--- src/sv/esm_pkg.sv ---
// ----------------------------------------------------------------------------
// esm_pkg
// Shared types, constants and the fixed tables of the Euler rotation, scale
// and translate matrix block.
// ----------------------------------------------------------------------------
package esm_pkg;

    localparam int TRIG_TABLE_BITS_DEF = 14;
    localparam int QUEUE_DEPTH         = 2;
    localparam int NUM_COLS            = 3;
    localparam int MAG_W               = 15;   // sine magnitude, 0 .. 16384
    localparam int IN_TDATA_W          = 192;
    localparam int OUT_TDATA_W         = 128;

    localparam logic [63:0] TWO_PI_Q60 = 64'h6487_ED51_10B4_611A;
    localparam logic [31:0] ONE_Q16    = 32'h0001_0000;
    localparam logic [1:0]  ROW_LAST   = 2'd3;

    // 2^74 / d + 1 for the series divisors d = 2n(2n+1), entry n-1; a 64-bit
    // dividend times this, shifted down by 74, is exactly floor(dividend / d)
    localparam int RECIP_SHIFT = 74;
    localparam logic [13:0][79:0] SERIES_RECIP = {
        (80'd1 << 74) / 80'd812 + 80'd1,
        (80'd1 << 74) / 80'd702 + 80'd1,
        (80'd1 << 74) / 80'd600 + 80'd1,
        (80'd1 << 74) / 80'd506 + 80'd1,
        (80'd1 << 74) / 80'd420 + 80'd1,
        (80'd1 << 74) / 80'd342 + 80'd1,
        (80'd1 << 74) / 80'd272 + 80'd1,
        (80'd1 << 74) / 80'd210 + 80'd1,
        (80'd1 << 74) / 80'd156 + 80'd1,
        (80'd1 << 74) / 80'd110 + 80'd1,
        (80'd1 << 74) / 80'd72  + 80'd1,
        (80'd1 << 74) / 80'd42  + 80'd1,
        (80'd1 << 74) / 80'd20  + 80'd1,
        (80'd1 << 74) / 80'd6   + 80'd1
    };

    // cmd codes
    localparam logic CMD_SPACE = 1'b0;
    localparam logic CMD_BODY  = 1'b1;

    typedef enum logic [2:0] {
        TRG_CX,
        TRG_SX,
        TRG_CY,
        TRG_SY,
        TRG_CZ,
        TRG_SZ
    } t_trig;

    typedef enum logic [1:0] {
        FR_IDLE,
        FR_X,
        FR_Y,
        FR_Z
    } t_front_state;

    typedef struct packed {
        logic               cmd;
        logic [15:0]        turn_x;
        logic [15:0]        turn_y;
        logic [15:0]        turn_z;
        logic signed [15:0] scale_x;
        logic signed [15:0] scale_y;
        logic signed [15:0] scale_z;
        logic signed [31:0] shift_x;
        logic signed [31:0] shift_y;
        logic signed [31:0] shift_z;
    } t_item;

    // one classified item: trig values looked up, ready for the lanes
    typedef struct packed {
        logic               cmd;
        logic signed [15:0] cx;
        logic signed [15:0] sx;
        logic signed [15:0] cy;
        logic signed [15:0] sy;
        logic signed [15:0] cz;
        logic signed [15:0] sz;
        logic [2:0][15:0]   scale;
        logic [2:0][31:0]   shift;
    } t_job;

    // element = A (+/-) B, A = a1*a2 or a1 alone, B = (b1*b2)*b3
    typedef struct packed {
        t_trig a1;
        logic  a1_neg;
        t_trig a2;
        logic  a_raw;
        logic  b_use;
        logic  b_sub;
        t_trig b1;
        logic  b1_neg;
        t_trig b2;
        t_trig b3;
    } t_elem_ctrl;

    // Quarter-wave sine entry j, Q1.14, for a table of 2^tbits steps.
    // Evaluated at elaboration only: Taylor series in Q60, rounded.
    function automatic logic [MAG_W-1:0] quarter_sin(input int unsigned tbits,
                                                     input int unsigned j);
        logic [63:0]  step;
        logic [63:0]  x;
        logic [63:0]  x2;
        logic [63:0]  term;
        logic [63:0]  sum;
        logic [127:0] prod;
        logic [159:0] wide;
        step = (TWO_PI_Q60 + (64'd1 << (tbits - 1))) >> tbits;
        x    = 64'(j) * step;
        prod = 128'(x) * 128'(x);
        x2   = prod[123:60];
        term = x;
        sum  = x;
        for (int n = 1; n <= 14; n++) begin
            prod = 128'(term) * 128'(x2);
            wide = 160'(prod[123:60]) * 160'(SERIES_RECIP[n-1]);
            term = wide[RECIP_SHIFT+63:RECIP_SHIFT];
            if (n[0]) begin
                sum = sum - term;
            end else begin
                sum = sum + term;
            end
        end
        sum = sum + (64'd1 << 45);
        return MAG_W'(sum >> 46);
    endfunction

    function automatic t_elem_ctrl pair(input t_trig a1, input logic a1_neg,
                                        input t_trig a2);
        t_elem_ctrl c;
        c        = '0;
        c.a1     = a1;
        c.a1_neg = a1_neg;
        c.a2     = a2;
        return c;
    endfunction

    function automatic t_elem_ctrl raw(input t_trig a1);
        t_elem_ctrl c;
        c       = '0;
        c.a1    = a1;
        c.a_raw = 1'b1;
        return c;
    endfunction

    function automatic t_elem_ctrl trip(input t_elem_ctrl base, input logic sub,
                                        input t_trig b1, input logic b1_neg,
                                        input t_trig b2, input t_trig b3);
        t_elem_ctrl c;
        c        = base;
        c.b_use  = 1'b1;
        c.b_sub  = sub;
        c.b1     = b1;
        c.b1_neg = b1_neg;
        c.b2     = b2;
        c.b3     = b3;
        return c;
    endfunction

    // Rotation term recipe per convention, row and column.
    function automatic t_elem_ctrl elem_ctrl(input logic cmd, input logic [1:0] row,
                                             input logic [1:0] col);
        t_elem_ctrl c;
        c = '0;
        case ({cmd, row, col})
            {CMD_SPACE, 2'd0, 2'd0}: c = pair(TRG_CZ, 1'b0, TRG_CY);
            {CMD_SPACE, 2'd1, 2'd0}: c = trip(pair(TRG_SZ, 1'b0, TRG_CX), 1'b0,
                                              TRG_CZ, 1'b0, TRG_SY, TRG_SX);
            {CMD_SPACE, 2'd2, 2'd0}: c = trip(pair(TRG_SZ, 1'b0, TRG_SX), 1'b1,
                                              TRG_CZ, 1'b0, TRG_SY, TRG_CX);
            {CMD_SPACE, 2'd0, 2'd1}: c = pair(TRG_SZ, 1'b1, TRG_CY);
            {CMD_SPACE, 2'd1, 2'd1}: c = trip(pair(TRG_CZ, 1'b0, TRG_CX), 1'b0,
                                              TRG_SZ, 1'b1, TRG_SY, TRG_SX);
            {CMD_SPACE, 2'd2, 2'd1}: c = trip(pair(TRG_CZ, 1'b0, TRG_SX), 1'b0,
                                              TRG_SZ, 1'b0, TRG_SY, TRG_CX);
            {CMD_SPACE, 2'd0, 2'd2}: c = raw(TRG_SY);
            {CMD_SPACE, 2'd1, 2'd2}: c = pair(TRG_CY, 1'b1, TRG_SX);
            {CMD_SPACE, 2'd2, 2'd2}: c = pair(TRG_CY, 1'b0, TRG_CX);
            {CMD_BODY,  2'd0, 2'd0}: c = trip(pair(TRG_CZ, 1'b0, TRG_CY), 1'b1,
                                              TRG_SZ, 1'b0, TRG_SY, TRG_SX);
            {CMD_BODY,  2'd1, 2'd0}: c = trip(pair(TRG_SZ, 1'b0, TRG_CY), 1'b0,
                                              TRG_CZ, 1'b0, TRG_SY, TRG_SX);
            {CMD_BODY,  2'd2, 2'd0}: c = pair(TRG_CX, 1'b1, TRG_SY);
            {CMD_BODY,  2'd0, 2'd1}: c = pair(TRG_SZ, 1'b1, TRG_CX);
            {CMD_BODY,  2'd1, 2'd1}: c = pair(TRG_CZ, 1'b0, TRG_CX);
            {CMD_BODY,  2'd2, 2'd1}: c = raw(TRG_SX);
            {CMD_BODY,  2'd0, 2'd2}: c = trip(pair(TRG_CZ, 1'b0, TRG_SY), 1'b0,
                                              TRG_SZ, 1'b0, TRG_SX, TRG_CY);
            {CMD_BODY,  2'd1, 2'd2}: c = trip(pair(TRG_SZ, 1'b0, TRG_SY), 1'b1,
                                              TRG_CZ, 1'b0, TRG_SX, TRG_CY);
            {CMD_BODY,  2'd2, 2'd2}: c = pair(TRG_CY, 1'b0, TRG_CX);
            default:                 c = '0;
        endcase
        return c;
    endfunction

endpackage

--- src/sv/esm_queue.sv ---
// ----------------------------------------------------------------------------
// esm_queue
// Short job queue between the lookup front end and the matrix back end.
// ----------------------------------------------------------------------------
module esm_queue (
    input  logic          i_clk,
    input  logic          i_rst_n,
    input  logic          i_push,
    input  esm_pkg::t_job i_data,
    output logic          o_full,
    output logic          o_valid,
    output esm_pkg::t_job o_data,
    input  logic          i_pop
);

    localparam int DEPTH = esm_pkg::QUEUE_DEPTH;
    localparam int PTR_W = (DEPTH > 1) ? $clog2(DEPTH) : 1;
    localparam int CNT_W = $clog2(DEPTH + 1);

    esm_pkg::t_job    r_mem [DEPTH];
    logic [PTR_W-1:0] r_wr_ptr;
    logic [PTR_W-1:0] r_rd_ptr;
    logic [CNT_W-1:0] r_count;

    function automatic logic [PTR_W-1:0] ptr_inc(input logic [PTR_W-1:0] p);
        return (p == PTR_W'(DEPTH - 1)) ? '0 : p + 1'b1;
    endfunction

    assign o_full  = (r_count == CNT_W'(DEPTH));
    assign o_valid = (r_count != '0);
    assign o_data  = r_mem[r_rd_ptr];

    always_ff @(posedge i_clk) begin
        if (!i_rst_n) begin
            r_wr_ptr <= '0;
            r_rd_ptr <= '0;
            r_count  <= '0;
        end else begin
            if (i_push) begin
                r_wr_ptr <= ptr_inc(r_wr_ptr);
            end
            if (i_pop) begin
                r_rd_ptr <= ptr_inc(r_rd_ptr);
            end
            case ({i_push, i_pop})
                2'b10:   r_count <= r_count + 1'b1;
                2'b01:   r_count <= r_count - 1'b1;
                default: r_count <= r_count;
            endcase
        end
    end

    always_ff @(posedge i_clk) begin
        if (i_push) begin
            r_mem[r_wr_ptr] <= i_data;
        end
    end

endmodule

--- config.mk ---
export PLATFORM = sky130hd
export DESIGN_NAME = esm_queue
export DESIGN_NICKNAME = d
export VERILOG_FILES = /design/src/sv/esm_pkg.sv /design/src/sv/esm_queue.sv
export SDC_FILE = /design/constraint.sdc
export NUM_CORES = 1
export LEC_CHECK = 0
export ABC_CLOCK_PERIOD_IN_PS = 14550
export BUFFER_PORTS_ARGS = -buffer_cell sky130_fd_sc_hd__buf_2
export CAP_MARGIN = 20
export CORE_MARGIN = 8
export CORE_UTILIZATION = 53
export DETAILED_ROUTE_END_ITERATION = 10
export PLACE_DENSITY = 0.92
export SYNTH_ARGS = -nofsm -noshare
export SYNTH_HDL_FRONTEND = slang
export SYNTH_SLANG_ARGS = --single-unit
export TNS_END_PERCENT = 20
--- constraint.sdc ---
create_clock -name i_clk -period 14.55 [get_ports i_clk]
set_clock_uncertainty 0.15 [all_clocks]
set_input_delay 0.7275 -clock i_clk [delete_from_list [all_inputs] [get_ports i_clk]]
set_output_delay 0.7275 -clock i_clk [all_outputs]
set_load 0.01 [all_outputs]
==> impl_results.md <==
- Status: finished, final reports clean
- Clk pin slew, worst setup/hold paths: 0.06 ns
- Worst path arrival time: 4.05 ns
- Vias in the first global route: 10100
- Total die area: 0.0409 mm²
- Detailed Route WL: 41.4 mm
- Syn_nets: 1018
- Main combinational cell family by area after synthesis: multiplexers
- CTS resizes: 0
- Final Cell Area: 0.0227 mm²
- Overflow after GRT: 0
- Clock root cell: clkbuf_16
- Netlist cell types: 19
- Slew margin rel.: 28.6%
- First-pass GRT wire length: 60.7 mm
- Fin. max-slew vios: 0
- F_max: 203 MHz
- Syn Area/Cell: 23.8 µm²
- Post-route ant nets: 0
- Routed vias: 9307
- CTS tree: done
- Cell row count: 68
- Final min period: 4.93 ns
- Post-Place Setup Slack: 10.24 ns
- Maximum net fanout on the critical path: 64
- Dpl cell area: 0.0212 mm²
- PD cells: 140 mW/mm²
- WP data required: 13.67 ns
- Die Ht: 202 µm
- Io pins: 488
- P_leak: 8.95 nW
- Setup TNS Final: 0 ns
- Routed wire length per instance: 23.2 µm
- RSZ-0062 raised after global routing: false
- CTS buffer count: 47
- Drt via density: 5.21
- Final GP Congestion: 0.824
- First-pass iteration count of the detailed router: 5
- Share of cells above drive strength 1: 61.0%
- Final setup violating endpoints: 0
- Area grow syn2layout: 23.6%
- Maximum vdd drop: 0.110 mV
- Post-CTS Setup Bufs: 0
- CTS Sinks: 487
- Detailed placement HPWL: 29.4 mm
- Crit path launch type: flip-flop
- Clk buf depth: 3
- Area of the core: 0.0344 mm²
- Synth Area in Compound Gates: 0.109%
- Area of the mapped netlist: 0.0184 mm²
- # hold bufs at CTS: 0
- Adder-cell share of the synthesized area: 0.0680%
- Final worst slack: 9.62 ns
- H-tree depth: 2
- Synth Register Bits: 487
- DRC: 0
- Post-synthesis cell count: 772
- Die Wd: 202 µm
- Synth Area in Simple Gates: 0.299%
- Synth warnings: 0
- PortBufs: 487
- Hold Violations, Final: 0
- Max-cap check violation count: 0
- Skew-Pair Late Insertion Delay: 0.56 ns
- Worst Hold Class: primary input to flip-flop
- Largest net degree at the start of global routing: 81
- Antenna violations before repair: 9
- GRT Resource Usage Total: 19.3%
- Setup Crit Path Kind: flip-flop to primary output
- Fin crit share: 33.9%
- Synth Area in XOR/XNOR: 0.143%
- Fin nets: 1537
- DR iter-0 viols: 454
- Least-Margin Pin Slew: 1.07 ns
- Worst Setup End Kind: primary output
- Post-synthesis sequential area ratio: 79.2%
- Mux contribution to synthesized area: 18.6%
- Initial Util: 53.5%
-- synth_stat cells --
| library cell | instances | area [µm²] |
|---|---|---|
| and2_1 | 4 | 25.0 |
| buf_2 | 5 | 25.0 |
| mux2_4 | 190 | 2850 |
| and2b_1 | 1 | 7.51 |
| mux2_2 | 51 | 574 |
| dfxtp_1 | 5 | 100 |
| a21boi_1 | 1 | 7.51 |
| nor2_1 | 1 | 3.75 |
| xor2_1 | 1 | 8.76 |
| xnor2_1 | 2 | 17.5 |
| or3_1 | 1 | 6.26 |
| edfxtp_1 | 482 | 14500 |
| buf_6 | 22 | 248 |
| nor2b_1 | 1 | 6.26 |
| or2_2 | 1 | 6.26 |
| inv_1 | 1 | 3.75 |
| o21a_1 | 1 | 7.51 |
| ha_1 | 1 | 12.5 |
| o21ai_0 | 1 | 5.00 |
-- metrics by stage --
stage,power [mW],utilization [%],hold WS (ns),cells
after global routing,3.28,66.1,0.177,1787
after global placement,2.02,61.7,0.326,1696
final,3.18,66.1,0.205,1788
after floorplan,1.91,-,0.311,772
after detailed placement,2.04,61.7,0.347,1696
after CTS,3.20,66.0,0.178,1781
-- metal layers --
layer  global-route usage (%)  share of wire [%]  up-vias
met3                     5.76                7.8       92
met4                     7.87                3.4        6
met1                     21.3                 36     4639
met5                        0              0.084        -
li1                         -                  -     4134
met2                     34.3                 53      436
-- cell families after synthesis --
kind of cell,count (synthesis)
DFF,487
buffers and inverters,28
xor gates and xnor gates,3
muxes,241
adders and majority gates,1
and+or+nand+nor,9
AOI/OAI and AO/OA,3
-- power breakdown --
group	switching, mW	leakage, nW	internal [mW]
logic	0.176	3.65	0.178
registers	0.0284	4.57	1.62
clock network	0.487	0.735	0.682
-- worst max-delay path, stage by stage (launching register included) --
cell,delay (ns)
dfxtp_4,0.99
buf_4,0.94
buf_4,0.93
mux2_4,0.36
buf_2,0.14
-- placed cells by master, fill, tap and decap left out, drive strengths merged --
| cell | instances |
|---|---|
| bufinv | 5 |
| and2b | 1 |
| xnor2 | 2 |
| o21ai | 1 |
| nor2b | 1 |
| nor2 | 1 |
| clkinvlp | 1 |
| clkbuf | 54 |
| mux2 | 241 |
| buf | 497 |
| dfxtp | 5 |
| or3 | 1 |
| inv | 4 |
| a21boi | 1 |
| ha | 1 |
| edfxtp | 482 |
| diode | 6 |
| or2 | 1 |
| clkinv | 22 |
| xor2 | 1 |
| and2 | 4 |
| o21a | 1 |
-- area by class of cell --
cell class | count | area (µm²)
flip-flops and latches | 487 | 14600
fillers | 2140 | 11600
multi-input cells | 257 | 3550
repair buffers | 497 | 2530
clock buffers | 54 | 1200
well taps | 455 | 569
clock inverters | 31 | 285
diodes | 6 | 15.0
inverters | 1 | 3.75
-- sequential cells by signal, indices dropped and copies added, names as in the netlist, named ones only --
signal	cells
r_count	2
r_mem	482
r_rd_ptr	1
r_wr_ptr	1
-- path summary, 6_finish.rpt --
kind	start	end	slack [ns]	depth (start not counted)
worst min register to register	r_count[1]	r_count[1]	0.36	2
worst min-delay path	i_data[7]	r_mem[1][7]	0.21	1
worst max-delay path	flip-flop	o_data[155]	9.62	4
worst max register to register	r_wr_ptr	r_mem[0][190]	11.23	3
No activity file was read; power rests on OpenSTA's default activity.
